<file path="src/amfr_pkg.sv">
`timescale 1ns / 1ps
// Shared types, codes and constants of the master volume fade ramp.
package amfr_pkg;

    typedef struct packed {
        logic [2:0]  req_type;
        logic [15:0] fade_frames;
        logic [15:0] level;
    } in_item_t;

    typedef struct packed {
        logic [13:0] master_left;
        logic [13:0] master_right;
        logic        effect_valid;
        logic [14:0] effect_volume;
        logic        fade_done;
        logic [1:0]  fade_mode;
    } out_item_t;

    typedef struct packed {
        logic ready;
        logic done;
    } curve_stat_t;

    // request codes
    localparam logic [2:0] REQ_TICK     = 3'd0;
    localparam logic [2:0] REQ_FADE_OUT = 3'd1;
    localparam logic [2:0] REQ_FADE_IN  = 3'd2;
    localparam logic [2:0] REQ_SET_VOL  = 3'd3;
    localparam logic [2:0] REQ_EFFECT   = 3'd4;
    localparam logic [2:0] REQ_MUTE     = 3'd5;

    // fade modes
    localparam logic [1:0] MODE_IDLE = 2'd0;
    localparam logic [1:0] MODE_OUT  = 2'd1;
    localparam logic [1:0] MODE_HOLD = 2'd2;
    localparam logic [1:0] MODE_IN   = 2'd3;

    // register indexes
    localparam logic CFG_RANGE_DB   = 1'b0;
    localparam logic CFG_FULL_SCALE = 1'b1;

    localparam logic [6:0]  RANGE_DB_RST   = 7'd30;
    localparam logic [13:0] FULL_SCALE_RST = 14'd16367;

    localparam logic [15:0] Q15_ONE      = 16'h8000;
    localparam logic [15:0] EFFECT_STEP  = 16'd328;
    localparam logic [15:0] HOLD_TICKS   = 16'd2;
    localparam logic [13:0] MASTER_MAX   = 14'h3FFF;
    localparam logic [14:0] EFFECT_MAX   = 15'h7FFF;

    // log2(10)/20 in Q32
    localparam logic [29:0] LOG_SCALE_Q32 = 30'd713378626;
    // 0.5 in Q30, radicand seed of the root table
    localparam logic [29:0] ROOT_SEED     = 30'd536870912;
    localparam logic [30:0] Q30_ONE       = 31'h4000_0000;
    localparam logic [4:0]  IP_LIMIT      = 5'd14;

    localparam logic [4:0]  EXP_STEPS   = 5'd31;
    localparam logic [4:0]  PROD_STEPS  = 5'd30;
    localparam logic [4:0]  SQRT_STEPS  = 5'd30;
    localparam logic [3:0]  DIV_STEPS   = 4'd15;
    localparam logic [3:0]  LAST_ROOT   = 4'd15;

endpackage

</file>
<file path="src/amfr_mul.sv">
`timescale 1ns / 1ps
// Bit-serial shift-add multiplier, returns floor(a * b / 2^steps).
module amfr_mul import amfr_pkg::*; (
    input  logic        aclk,
    input  logic        aresetn,
    input  logic        start,
    input  logic [30:0] a,
    input  logic [30:0] b,
    input  logic [4:0]  steps,
    output logic        done,
    output logic [30:0] p
);

    logic        run_reg, run_next;
    logic        done_reg, done_next;
    logic [4:0]  cnt_reg, cnt_next;
    logic [30:0] acc_reg, acc_next;
    logic [30:0] a_reg, a_next;
    logic [30:0] b_reg, b_next;
    logic [31:0] sum;

    assign sum = {1'b0, acc_reg} + (b_reg[0] ? {1'b0, a_reg} : 32'd0);

    always_comb begin
        run_next  = run_reg;
        done_next = 1'b0;
        cnt_next  = cnt_reg;
        acc_next  = acc_reg;
        a_next    = a_reg;
        b_next    = b_reg;
        if (start) begin
            run_next = 1'b1;
            cnt_next = steps;
            acc_next = '0;
            a_next   = a;
            b_next   = b;
        end else if (run_reg) begin
            acc_next = sum[31:1];
            b_next   = {1'b0, b_reg[30:1]};
            cnt_next = cnt_reg - 5'd1;
            if (cnt_reg == 5'd1) begin
                run_next  = 1'b0;
                done_next = 1'b1;
            end
        end
    end

    always_ff @(posedge aclk) begin
        if (!aresetn) begin
            run_reg  <= 1'b0;
            done_reg <= 1'b0;
            cnt_reg  <= '0;
        end else begin
            run_reg  <= run_next;
            done_reg <= done_next;
            cnt_reg  <= cnt_next;
        end
    end

    always_ff @(posedge aclk) begin
        acc_reg <= acc_next;
        a_reg   <= a_next;
        b_reg   <= b_next;
    end

    assign done = done_reg;
    assign p    = acc_reg;

endmodule

</file>
<file path="src/amfr_sqrt.sv">
`timescale 1ns / 1ps
// Radix-2 digit-serial integer square root of x * 2^30.
module amfr_sqrt import amfr_pkg::*; (
    input  logic        aclk,
    input  logic        aresetn,
    input  logic        start,
    input  logic [29:0] x,
    output logic        done,
    output logic [29:0] root
);

    logic        run_reg, run_next;
    logic        done_reg, done_next;
    logic [4:0]  cnt_reg, cnt_next;
    logic [29:0] src_reg, src_next;
    logic [30:0] rem_reg, rem_next;
    logic [29:0] root_reg, root_next;
    logic [32:0] cand;
    logic [32:0] trial;
    logic [32:0] diff;
    logic        ge;

    assign cand  = {rem_reg, src_reg[29:28]};
    assign trial = {1'b0, root_reg, 2'b01};
    assign ge    = (cand >= trial);
    assign diff  = cand - trial;

    always_comb begin
        run_next  = run_reg;
        done_next = 1'b0;
        cnt_next  = cnt_reg;
        src_next  = src_reg;
        rem_next  = rem_reg;
        root_next = root_reg;
        if (start) begin
            run_next  = 1'b1;
            cnt_next  = SQRT_STEPS;
            src_next  = x;
            rem_next  = '0;
            root_next = '0;
        end else if (run_reg) begin
            src_next  = {src_reg[27:0], 2'b00};
            rem_next  = ge ? diff[30:0] : cand[30:0];
            root_next = {root_reg[28:0], ge};
            cnt_next  = cnt_reg - 5'd1;
            if (cnt_reg == 5'd1) begin
                run_next  = 1'b0;
                done_next = 1'b1;
            end
        end
    end

    always_ff @(posedge aclk) begin
        if (!aresetn) begin
            run_reg  <= 1'b0;
            done_reg <= 1'b0;
            cnt_reg  <= '0;
        end else begin
            run_reg  <= run_next;
            done_reg <= done_next;
            cnt_reg  <= cnt_next;
        end
    end

    always_ff @(posedge aclk) begin
        src_reg  <= src_next;
        rem_reg  <= rem_next;
        root_reg <= root_next;
    end

    assign done = done_reg;
    assign root = root_reg;

endmodule

</file>
<file path="src/amfr_div.sv">
`timescale 1ns / 1ps
// Restoring divider, one quotient bit per cycle: q = floor(num * 32768 / den), or 32768 when num >= den.
module amfr_div import amfr_pkg::*; (
    input  logic        aclk,
    input  logic        aresetn,
    input  logic        start,
    input  logic [15:0] num,
    input  logic [15:0] den,
    output logic        done,
    output logic [16:0] q
);

    logic        run_reg, run_next;
    logic        done_reg, done_next;
    logic [3:0]  cnt_reg, cnt_next;
    logic [15:0] rem_reg, rem_next;
    logic [15:0] den_reg, den_next;
    logic [16:0] q_reg, q_next;
    logic [16:0] two;
    logic [16:0] diff;
    logic        ge;

    assign two  = {rem_reg, 1'b0};
    assign ge   = (two >= {1'b0, den_reg});
    assign diff = two - {1'b0, den_reg};

    always_comb begin
        run_next  = run_reg;
        done_next = 1'b0;
        cnt_next  = cnt_reg;
        rem_next  = rem_reg;
        den_next  = den_reg;
        q_next    = q_reg;
        if (start) begin
            den_next = den;
            if (num >= den) begin
                q_next    = {1'b0, Q15_ONE};
                done_next = 1'b1;
            end else begin
                run_next = 1'b1;
                cnt_next = DIV_STEPS;
                rem_next = num;
                q_next   = '0;
            end
        end else if (run_reg) begin
            rem_next = ge ? diff[15:0] : two[15:0];
            q_next   = {q_reg[15:0], ge};
            cnt_next = cnt_reg - 4'd1;
            if (cnt_reg == 4'd1) begin
                run_next  = 1'b0;
                done_next = 1'b1;
            end
        end
    end

    always_ff @(posedge aclk) begin
        if (!aresetn) begin
            run_reg  <= 1'b0;
            done_reg <= 1'b0;
            cnt_reg  <= '0;
        end else begin
            run_reg  <= run_next;
            done_reg <= done_next;
            cnt_reg  <= cnt_next;
        end
    end

    always_ff @(posedge aclk) begin
        rem_reg <= rem_next;
        den_reg <= den_next;
        q_reg   <= q_next;
    end

    assign done = done_reg;
    assign q    = q_reg;

endmodule

</file>
<file path="src/amfr_curve.sv">
`timescale 1ns / 1ps
// dB fade curve: root table build after reset, then serial exp2 evaluation.
module amfr_curve import amfr_pkg::*; (
    input  logic        aclk,
    input  logic        aresetn,
    input  logic        start,
    input  logic [16:0] f,
    input  logic [6:0]  range_db,
    input  logic [13:0] full_scale,
    output curve_stat_t stat,
    output logic [13:0] result
);

    typedef enum logic [7:0] {
        CS_INIT_START = 8'b0000_0001,
        CS_INIT_WAIT  = 8'b0000_0010,
        CS_IDLE       = 8'b0000_0100,
        CS_EXP        = 8'b0000_1000,
        CS_BIT        = 8'b0001_0000,
        CS_BIT_WAIT   = 8'b0010_0000,
        CS_NEXT       = 8'b0100_0000,
        CS_SCALE      = 8'b1000_0000
    } cstate_t;

    cstate_t     state_reg, state_next;
    logic [3:0]  init_idx_reg, init_idx_next;
    logic [29:0] prev_root_reg, prev_root_next;
    logic [3:0]  bit_idx_reg, bit_idx_next;
    logic [15:0] fr_reg, fr_next;
    logic [4:0]  ip_reg, ip_next;
    logic [30:0] m_reg, m_next;
    logic [13:0] res_reg, res_next;
    logic        done_reg, done_next;
    logic [29:0] r_tab_reg [16];

    logic        sqrt_start, sqrt_done;
    logic [29:0] sqrt_root;
    logic        tab_we;
    logic        mul_start, mul_done;
    logic [30:0] mul_a, mul_b, mul_p;
    logic [4:0]  mul_steps;
    logic [14:0] g;
    logic [21:0] t;
    logic [30:0] shifted;

    assign g       = 15'(17'(Q15_ONE) - f);
    assign t       = {7'd0, g} * {15'd0, range_db};
    assign shifted = mul_p >> ip_reg;

    amfr_sqrt u_sqrt (
        .aclk    (aclk),
        .aresetn (aresetn),
        .start   (sqrt_start),
        .x       (prev_root_reg),
        .done    (sqrt_done),
        .root    (sqrt_root)
    );

    amfr_mul u_mul (
        .aclk    (aclk),
        .aresetn (aresetn),
        .start   (mul_start),
        .a       (mul_a),
        .b       (mul_b),
        .steps   (mul_steps),
        .done    (mul_done),
        .p       (mul_p)
    );

    always_comb begin
        state_next     = state_reg;
        init_idx_next  = init_idx_reg;
        prev_root_next = prev_root_reg;
        bit_idx_next   = bit_idx_reg;
        fr_next        = fr_reg;
        ip_next        = ip_reg;
        m_next         = m_reg;
        res_next       = res_reg;
        done_next      = 1'b0;
        sqrt_start     = 1'b0;
        tab_we         = 1'b0;
        mul_start      = 1'b0;
        mul_a          = m_reg;
        mul_b          = {1'b0, r_tab_reg[bit_idx_reg]};
        mul_steps      = PROD_STEPS;
        case (state_reg)
            CS_INIT_START: begin
                sqrt_start = 1'b1;
                state_next = CS_INIT_WAIT;
            end
            CS_INIT_WAIT: begin
                if (sqrt_done) begin
                    tab_we         = 1'b1;
                    prev_root_next = sqrt_root;
                    init_idx_next  = init_idx_reg + 4'd1;
                    state_next     = (init_idx_reg == LAST_ROOT) ? CS_IDLE : CS_INIT_START;
                end
            end
            CS_IDLE: begin
                if (start) begin
                    if (f == 17'd0) begin
                        res_next  = '0;
                        done_next = 1'b1;
                    end else begin
                        mul_start  = 1'b1;
                        mul_a      = {1'b0, LOG_SCALE_Q32};
                        mul_b      = {9'd0, t};
                        mul_steps  = EXP_STEPS;
                        state_next = CS_EXP;
                    end
                end
            end
            CS_EXP: begin
                if (mul_done) begin
                    if (mul_p[20:16] >= IP_LIMIT) begin
                        res_next   = '0;
                        done_next  = 1'b1;
                        state_next = CS_IDLE;
                    end else begin
                        ip_next      = mul_p[20:16];
                        fr_next      = mul_p[15:0];
                        m_next       = Q30_ONE;
                        bit_idx_next = '0;
                        state_next   = CS_BIT;
                    end
                end
            end
            CS_BIT: begin
                if (fr_reg[15]) begin
                    mul_start  = 1'b1;
                    state_next = CS_BIT_WAIT;
                end else begin
                    state_next = CS_NEXT;
                end
            end
            CS_BIT_WAIT: begin
                if (mul_done) begin
                    m_next     = mul_p;
                    state_next = CS_NEXT;
                end
            end
            CS_NEXT: begin
                if (bit_idx_reg == LAST_ROOT) begin
                    mul_start  = 1'b1;
                    mul_b      = {17'd0, full_scale};
                    state_next = CS_SCALE;
                end else begin
                    bit_idx_next = bit_idx_reg + 4'd1;
                    fr_next      = {fr_reg[14:0], 1'b0};
                    state_next   = CS_BIT;
                end
            end
            CS_SCALE: begin
                if (mul_done) begin
                    res_next   = (|shifted[30:14]) ? MASTER_MAX : shifted[13:0];
                    done_next  = 1'b1;
                    state_next = CS_IDLE;
                end
            end
            default: begin
                state_next = CS_IDLE;
            end
        endcase
    end

    always_ff @(posedge aclk) begin
        if (!aresetn) begin
            state_reg     <= CS_INIT_START;
            init_idx_reg  <= '0;
            prev_root_reg <= ROOT_SEED;
            done_reg      <= 1'b0;
        end else begin
            state_reg     <= state_next;
            init_idx_reg  <= init_idx_next;
            prev_root_reg <= prev_root_next;
            done_reg      <= done_next;
        end
    end

    always_ff @(posedge aclk) begin
        bit_idx_reg <= bit_idx_next;
        fr_reg      <= fr_next;
        ip_reg      <= ip_next;
        m_reg       <= m_next;
        res_reg     <= res_next;
        if (tab_we) begin
            r_tab_reg[init_idx_reg] <= sqrt_root;
        end
    end

    assign stat.ready = (state_reg == CS_IDLE);
    assign stat.done  = done_reg;
    assign result     = res_reg;

endmodule

</file>
<file path="src/audio_master_fade_ramp_top.sv">
`timescale 1ns / 1ps
// Master volume fader top level: request decode, fade state, effect slew, result register.
//
//  channel | ports                    | width        | direction
//  --------+--------------------------+--------------+----------
//  request | s_valid s_ready s_data   | in_item_t    | in
//  result  | m_valid m_ready m_data   | out_item_t   | out
//  config  | cfg_we cfg_addr cfg_wdata| 1 + 1 + 14   | in
//
// After reset a 16-entry root table is built by the serial square root with s_ready low;
// config writes are taken throughout.
// Fade/mute/effect requests are taken in the idle state; holds, ends of fades and idle ticks pass through commit.
// A fade tick runs the divider and then the curve; set volume runs only the curve.
// Curve: the bit-serial multiplier runs for the exponent, once per set fraction bit and for
// the scaling. A result held on a stalled m_ready blocks the next tick only at its commit.
module audio_master_fade_ramp_top import amfr_pkg::*; (
    input  logic        aclk,
    input  logic        aresetn,
    input  logic        s_valid,
    output logic        s_ready,
    input  in_item_t    s_data,
    output logic        m_valid,
    input  logic        m_ready,
    output out_item_t   m_data,
    input  logic        cfg_we,
    input  logic        cfg_addr,
    input  logic [13:0] cfg_wdata
);

    typedef enum logic [3:0] {
        ST_IDLE   = 4'b0001,
        ST_DIV    = 4'b0010,
        ST_CURVE  = 4'b0100,
        ST_COMMIT = 4'b1000
    } state_t;

    state_t      state_reg, state_next;
    logic [6:0]  range_reg, range_next;
    logic [13:0] fs_reg, fs_next;
    logic [1:0]  mode_reg, mode_next;
    logic [15:0] count_reg, count_next;
    logic [15:0] total_reg, total_next;
    logic [13:0] master_reg, master_next;
    logic        mute_reg, mute_next;
    logic [15:0] target_reg, target_next;
    logic [15:0] current_reg, current_next;
    logic        tick_reg, tick_next;
    logic        done_reg, done_next;
    logic        m_valid_reg, m_valid_next;
    out_item_t   m_data_reg, m_data_next;

    logic        accept;
    logic [15:0] lvl_c;
    logic [15:0] frames_c;
    logic [15:0] count_inc;
    logic        div_start, div_done;
    logic [15:0] div_num;
    logic [16:0] div_q;
    logic        curve_start;
    logic [16:0] curve_f;
    curve_stat_t curve_stat;
    logic [13:0] curve_res;
    logic [16:0] eff_up, eff_dn;
    logic [15:0] eff_new;
    logic        eff_moved;
    logic [13:0] vol;

    assign s_ready   = (state_reg == ST_IDLE) && curve_stat.ready;
    assign accept    = s_valid && s_ready;
    assign lvl_c     = (s_data.level > Q15_ONE) ? Q15_ONE : s_data.level;
    assign frames_c  = (s_data.fade_frames == 16'd0) ? 16'd1 : s_data.fade_frames;
    assign count_inc = count_reg + 16'd1;

    assign eff_up    = {1'b0, current_reg} + {1'b0, EFFECT_STEP};
    assign eff_dn    = {1'b0, target_reg} + {1'b0, EFFECT_STEP};
    assign eff_moved = (target_reg != current_reg);

    always_comb begin
        if (!eff_moved) begin
            eff_new = current_reg;
        end else if ({1'b0, target_reg} > eff_up) begin
            eff_new = current_reg + EFFECT_STEP;
        end else if ({1'b0, current_reg} > eff_dn) begin
            eff_new = current_reg - EFFECT_STEP;
        end else begin
            eff_new = target_reg;
        end
    end

    assign vol = mute_reg ? 14'd0 : master_reg;

    amfr_div u_div (
        .aclk    (aclk),
        .aresetn (aresetn),
        .start   (div_start),
        .num     (div_num),
        .den     (total_reg),
        .done    (div_done),
        .q       (div_q)
    );

    amfr_curve u_curve (
        .aclk       (aclk),
        .aresetn    (aresetn),
        .start      (curve_start),
        .f          (curve_f),
        .range_db   (range_reg),
        .full_scale (fs_reg),
        .stat       (curve_stat),
        .result     (curve_res)
    );

    always_comb begin
        state_next   = state_reg;
        range_next   = range_reg;
        fs_next      = fs_reg;
        mode_next    = mode_reg;
        count_next   = count_reg;
        total_next   = total_reg;
        master_next  = master_reg;
        mute_next    = mute_reg;
        target_next  = target_reg;
        current_next = current_reg;
        tick_next    = tick_reg;
        done_next    = done_reg;
        m_valid_next = m_valid_reg && !m_ready;
        m_data_next  = m_data_reg;
        div_start    = 1'b0;
        div_num      = '0;
        curve_start  = 1'b0;
        curve_f      = {1'b0, lvl_c};

        if (cfg_we) begin
            if (cfg_addr == CFG_RANGE_DB) begin
                range_next = cfg_wdata[6:0];
            end else begin
                fs_next = cfg_wdata;
            end
        end

        case (state_reg)
            ST_IDLE: begin
                if (accept) begin
                    case (s_data.req_type)
                        REQ_FADE_OUT, REQ_FADE_IN: begin
                            mode_next  = (s_data.req_type == REQ_FADE_OUT) ? MODE_OUT : MODE_IN;
                            count_next = '0;
                            total_next = frames_c;
                        end
                        REQ_SET_VOL: begin
                            curve_start = 1'b1;
                            tick_next   = 1'b0;
                            state_next  = ST_CURVE;
                        end
                        REQ_EFFECT: begin
                            target_next = lvl_c;
                        end
                        REQ_MUTE: begin
                            mute_next = 1'b1;
                        end
                        REQ_TICK: begin
                            tick_next  = 1'b1;
                            done_next  = 1'b0;
                            state_next = ST_COMMIT;
                            case (mode_reg)
                                MODE_OUT: begin
                                    if (count_inc >= total_reg) begin
                                        mode_next   = MODE_HOLD;
                                        count_next  = '0;
                                        master_next = '0;
                                        done_next   = 1'b1;
                                    end else begin
                                        count_next = count_inc;
                                        div_start  = 1'b1;
                                        div_num    = (count_reg < total_reg) ?
                                                     total_reg - count_reg : 16'd0;
                                        state_next = ST_DIV;
                                    end
                                end
                                MODE_HOLD: begin
                                    count_next = count_inc;
                                    if (count_inc >= HOLD_TICKS) begin
                                        mode_next   = MODE_IDLE;
                                        master_next = fs_reg;
                                    end
                                end
                                MODE_IN: begin
                                    if (count_inc >= total_reg) begin
                                        mode_next   = MODE_IDLE;
                                        count_next  = '0;
                                        master_next = fs_reg;
                                    end else begin
                                        count_next = count_inc;
                                        div_start  = 1'b1;
                                        div_num    = (count_reg < total_reg) ?
                                                     count_reg : total_reg;
                                        state_next = ST_DIV;
                                    end
                                end
                                default: begin
                                    mode_next = mode_reg;
                                end
                            endcase
                        end
                        default: begin
                            state_next = ST_IDLE;
                        end
                    endcase
                end
            end
            ST_DIV: begin
                if (div_done) begin
                    curve_start = 1'b1;
                    curve_f     = div_q;
                    state_next  = ST_CURVE;
                end
            end
            ST_CURVE: begin
                if (curve_stat.done) begin
                    master_next = curve_res;
                    state_next  = tick_reg ? ST_COMMIT : ST_IDLE;
                end
            end
            ST_COMMIT: begin
                if (!m_valid_reg || m_ready) begin
                    current_next               = eff_new;
                    mute_next                  = 1'b0;
                    m_valid_next               = 1'b1;
                    m_data_next.master_left    = vol;
                    m_data_next.master_right   = vol;
                    m_data_next.effect_valid   = eff_moved;
                    m_data_next.effect_volume  = eff_new[15] ? EFFECT_MAX : eff_new[14:0];
                    m_data_next.fade_done      = done_reg;
                    m_data_next.fade_mode      = mode_reg;
                    state_next                 = ST_IDLE;
                end
            end
            default: begin
                state_next = ST_IDLE;
            end
        endcase
    end

    always_ff @(posedge aclk) begin
        if (!aresetn) begin
            state_reg   <= ST_IDLE;
            range_reg   <= RANGE_DB_RST;
            fs_reg      <= FULL_SCALE_RST;
            mode_reg    <= MODE_IDLE;
            count_reg   <= '0;
            total_reg   <= 16'd1;
            master_reg  <= '0;
            mute_reg    <= 1'b0;
            target_reg  <= '0;
            current_reg <= '0;
            tick_reg    <= 1'b0;
            done_reg    <= 1'b0;
            m_valid_reg <= 1'b0;
        end else begin
            state_reg   <= state_next;
            range_reg   <= range_next;
            fs_reg      <= fs_next;
            mode_reg    <= mode_next;
            count_reg   <= count_next;
            total_reg   <= total_next;
            master_reg  <= master_next;
            mute_reg    <= mute_next;
            target_reg  <= target_next;
            current_reg <= current_next;
            tick_reg    <= tick_next;
            done_reg    <= done_next;
            m_valid_reg <= m_valid_next;
        end
    end

    always_ff @(posedge aclk) begin
        m_data_reg <= m_data_next;
    end

    assign m_valid = m_valid_reg;
    assign m_data  = m_data_reg;

endmodule

</file>
<file path="config.mk">
export PLATFORM = sky130hd
export DESIGN_NAME = audio_master_fade_ramp_top
export DESIGN_NICKNAME = d
export VERILOG_FILES = /design/src/amfr_pkg.sv /design/src/amfr_mul.sv /design/src/amfr_sqrt.sv /design/src/amfr_div.sv /design/src/amfr_curve.sv /design/src/audio_master_fade_ramp_top.sv
export SDC_FILE = /design/constraint.sdc
export NUM_CORES = 2
export LEC_CHECK = 0
export BUFFER_PORTS_ARGS = -buffer_cell sky130_fd_sc_hd__buf_2
export CAP_MARGIN = 30
export CORE_MARGIN = 2
export CORE_UTILIZATION = 55
export DETAILED_ROUTE_END_ITERATION = 8
export HOLD_SLACK_MARGIN = 0.1
export PLACE_DENSITY = 0.7
export SLEW_MARGIN = 10
export SYNTH_ARGS = -nofsm -noshare
export SYNTH_HDL_FRONTEND = slang
export SYNTH_SLANG_ARGS = --single-unit
</file>
<file path="constraint.sdc">
create_clock -name aclk -period 9.4 [get_ports aclk]
set_input_delay 0.47 -clock aclk [delete_from_list [all_inputs] [get_ports aclk]]
set_output_delay 0.47 -clock aclk [all_outputs]
set_load 0.02 [all_outputs]
</file>
==> flow_summary.ini <==
[yosys]
yosys-top-cells-count = 723 x edfxtp_1, 534 x nand2_1, 344 x a21oi_1
yosysWarnings = 0
postSynthNetCount = 4916
netlist_top_cells_area = edfxtp_1 42%, dfxtp_1 10%, mux4_2 7.0%
synth_flop_cell = edfxtp_1
syn_area_um2 = 52200
yosys.area.top_type = edfxtp_1
ys_seq_elements = 991
netlist_instances = 4577
avgSynthCellArea_um2 = 11.4
netlist.area_leader.share_pct = 41.6
synth.most_common_cell = edfxtp_1
synthArstFlopShare_pct = 0
synth_edf_count = 723
seq_area_frac_synth_pct = 51.8
synth_cell_types = 102

[power]
ir_worst_vdd_mv = 0.189
p_sw_mw = 3.60
power.internal_mw = 8.46
p_comb_share_pct = 24.1
power.leakage_nw = 20.5
power_density_nw_per_um2 = 208
total_power_mw = 12.1
sw_frac_of_total_pct = 29.8
seq_power_share_pct = 41.1
p_clk_share_pct = 34.8

[sta]
max-slew-margin-rel_pct = 34.5
rsz0062_at_grt = no
period_minus_slack_ps = 7790
tightest_slew_ps = 981
max_freq_ghz = 0.128
skew_ps = 59.6
drv_slew = 0
setup_violations = 0
fin_ws_ps = 1610
finalHoldViolCount = 0
fin_crit_sh_pct = 82.8
tns_ps = 0

[cts]
clock_sinks = 991
postCtsResizedCells = 0
cts_made_buffers = 101
cts-root-buf = clkbuf_16
clk_latency_ps = 720
cts_buffer_depth = 3
cts_tree = done
cts_max_level = 3
path_clk_slew_ps = 60

[finish]
area_delta_synth_final_pct = 11.0
drive_above_1_share_pct = 12.3
diodes = 0
fill_cells = 7376
design_area_um2 = 58000
utilization_pct = 61.3
largest_register_ffs = 480
fin_nets = 4994

[worst_setup_path]
cp-start-kind = flop
startpoint = state_reg[1]
path_max_fanout = 23
cp.required_ps = 9840
critPathCaptureType = flop
critPathKind = flop to flop
cp_data_arrival_time_ps = 8220
r2r_slack_ps = 1610
r2r-start = state_reg[1]
crit_end = u_curve.u_mul.b_reg[18]
r2r_end = u_curve.u_mul.b_reg[18]
worstRegToRegCells = 26

[hold_path]
hold_class = input pin to flop
whs_path_depth = 4

[die]
start_util_pct = 55.2
dieArea_um2 = 97500
die_w_um = 312
core_um2 = 94600
io_pins = 104
rows = 113
dieHeight_um = 312

[drt]
drcViolationCount = 0
vias_per_cell = 6.00
drt_iter0_markers = 3711
routed-via-count = 36057
postRouteAntennaNets = 0
wire_per_inst_um = 21.7
routed_wl_mm = 130
drt-pass1-iter-count = 5

[grt]
first_global_vias = 35371
track_usage_pct = 26.8
antenna_found_initial = 0
grt_pass1_wl_mm = 205
grt_max_degree = 88
grt-ovfl-total = 0

[placed_design]
portBuffers = 103
place_ws_ps = 1760
gp_congestion = 0.883
dpl.hpwl_mm = 84.6
place_area_um2 = 53900

[status]
outcome = finished clean

[flow_run]
max_cap_viol_count = 0
-- layer usage --
layer	vias to the layer above	part of all wire, %	GRT usage [%]
met3	228	6.6	3.73
met1	17711	43	37.5
li1	16854	-	-
met5	-	0	0
met4	0	2.7	8.10
met2	1264	47	43.7
-- how the worst min path moves through the flow --
stage	endpoint	slack [ps]	startpoint
2_1_floorplan	m_data[2]	410	done_reg
3_3_place_gp	u_curve.prev_root_reg[0]	440	u_curve.prev_root_reg[0]
3_5_place_dp	u_curve.prev_root_reg[1]	440	u_curve.prev_root_reg[1]
4_1_cts	tick_reg	120	s_data[32]
5_1_grt	tick_reg	170	s_data[32]
6_report	tick_reg	160	s_data[32]
-- logic make-up (layout without fill, tap and decap cells) --
group	after synthesis	after routing	synth area share [%]
compound gates	881	881	10.6
flops	991	991	51.8
mux	294	294	9.59
xor+xnor	173	173	2.90
simple gates	1493	1493	13.7
buf+inv	461	624	3.61
fa+ha+maj	284	284	7.76
-- through the flow --
stage / hold slack (ps) / instances
floorplan: 409 / 4577
global placement: 438 / 5760
detailed placement: 444 / 5764
CTS: 118 / 5997
global route: 175 / 6005
finish: 164 / 6005
-- layout make-up --
cell class                      instances  area (um^2)  area share, %
Sequential cell                       991        27100           46.7
Multi-Input combinational cell       3125        23400           40.4
Clock buffer                          130         2680           4.62
Timing Repair Buffer                  218         1590           2.74
Tap cell                             1265         1580           2.73
Inverter                              218          821           1.42
Clock inverter                         58          788           1.36
-- timing repair --
item                                   4_1_cts  5_1_grt
endpoints found under the hold margin       52        0
setup endpoints to repair                    0        0
buffers inserted                             0        0
hold buffers                                45        0
-- critical path: stages, from the launching register on --
cell and delay, ps:
dfxtp_1 440, nor4b_4 380, nand2_1 470, and3_1 360, a21oi_1 140, ha_1 230
o211ai_1 230, nor2_1 300, nand2_1 110, xnor2_1 130, o21ai_0 650, and2_1 250
fa_1 430, fa_1 470, fa_1 580, inv_1 70, fa_1 540, inv_1 40
ha_1 350, a21o_1 180, a21o_1 170, a21oi_1 120, o21ai_0 170, a21o_1 220
a21oi_1 170, xor2_1 200, o22ai_1 110
-- layout by cell type, fill, tap and decap left out, types with 58 or more instances in the layout --
cell,netlist,layout
nor2_1,324,312
xor2_1,67,67
nor3_1,69,64
fa_1,67,67
inv_1,214,214
a211oi_1,59,58
nand3_1,98,98
buf_2,52,104
nor2b_1,62,62
edfxtp_1,723,723
mux2i_1,110,110
buf_4,17,60
dfxtp_1,268,263
nand2_1,534,533
mux4_2,163,163
o21ai_0,148,148
ha_1,217,217
clkbuf_16,0,102
xnor2_1,106,106
a21oi_1,344,344
and2_1,173,173
-- power groups by stage --
stage                     clock, mW  combinational [mW]  sequential (mW)
after floorplan                   0                2.31             4.98
after global placement            0                2.82             5.04
after detailed placement          0                2.84             5.04
after CTS                      4.26                2.90             4.95
after global routing           4.44                3.29             4.97
final                          4.19                2.91             4.95
(Power assumes the default switching activity.)
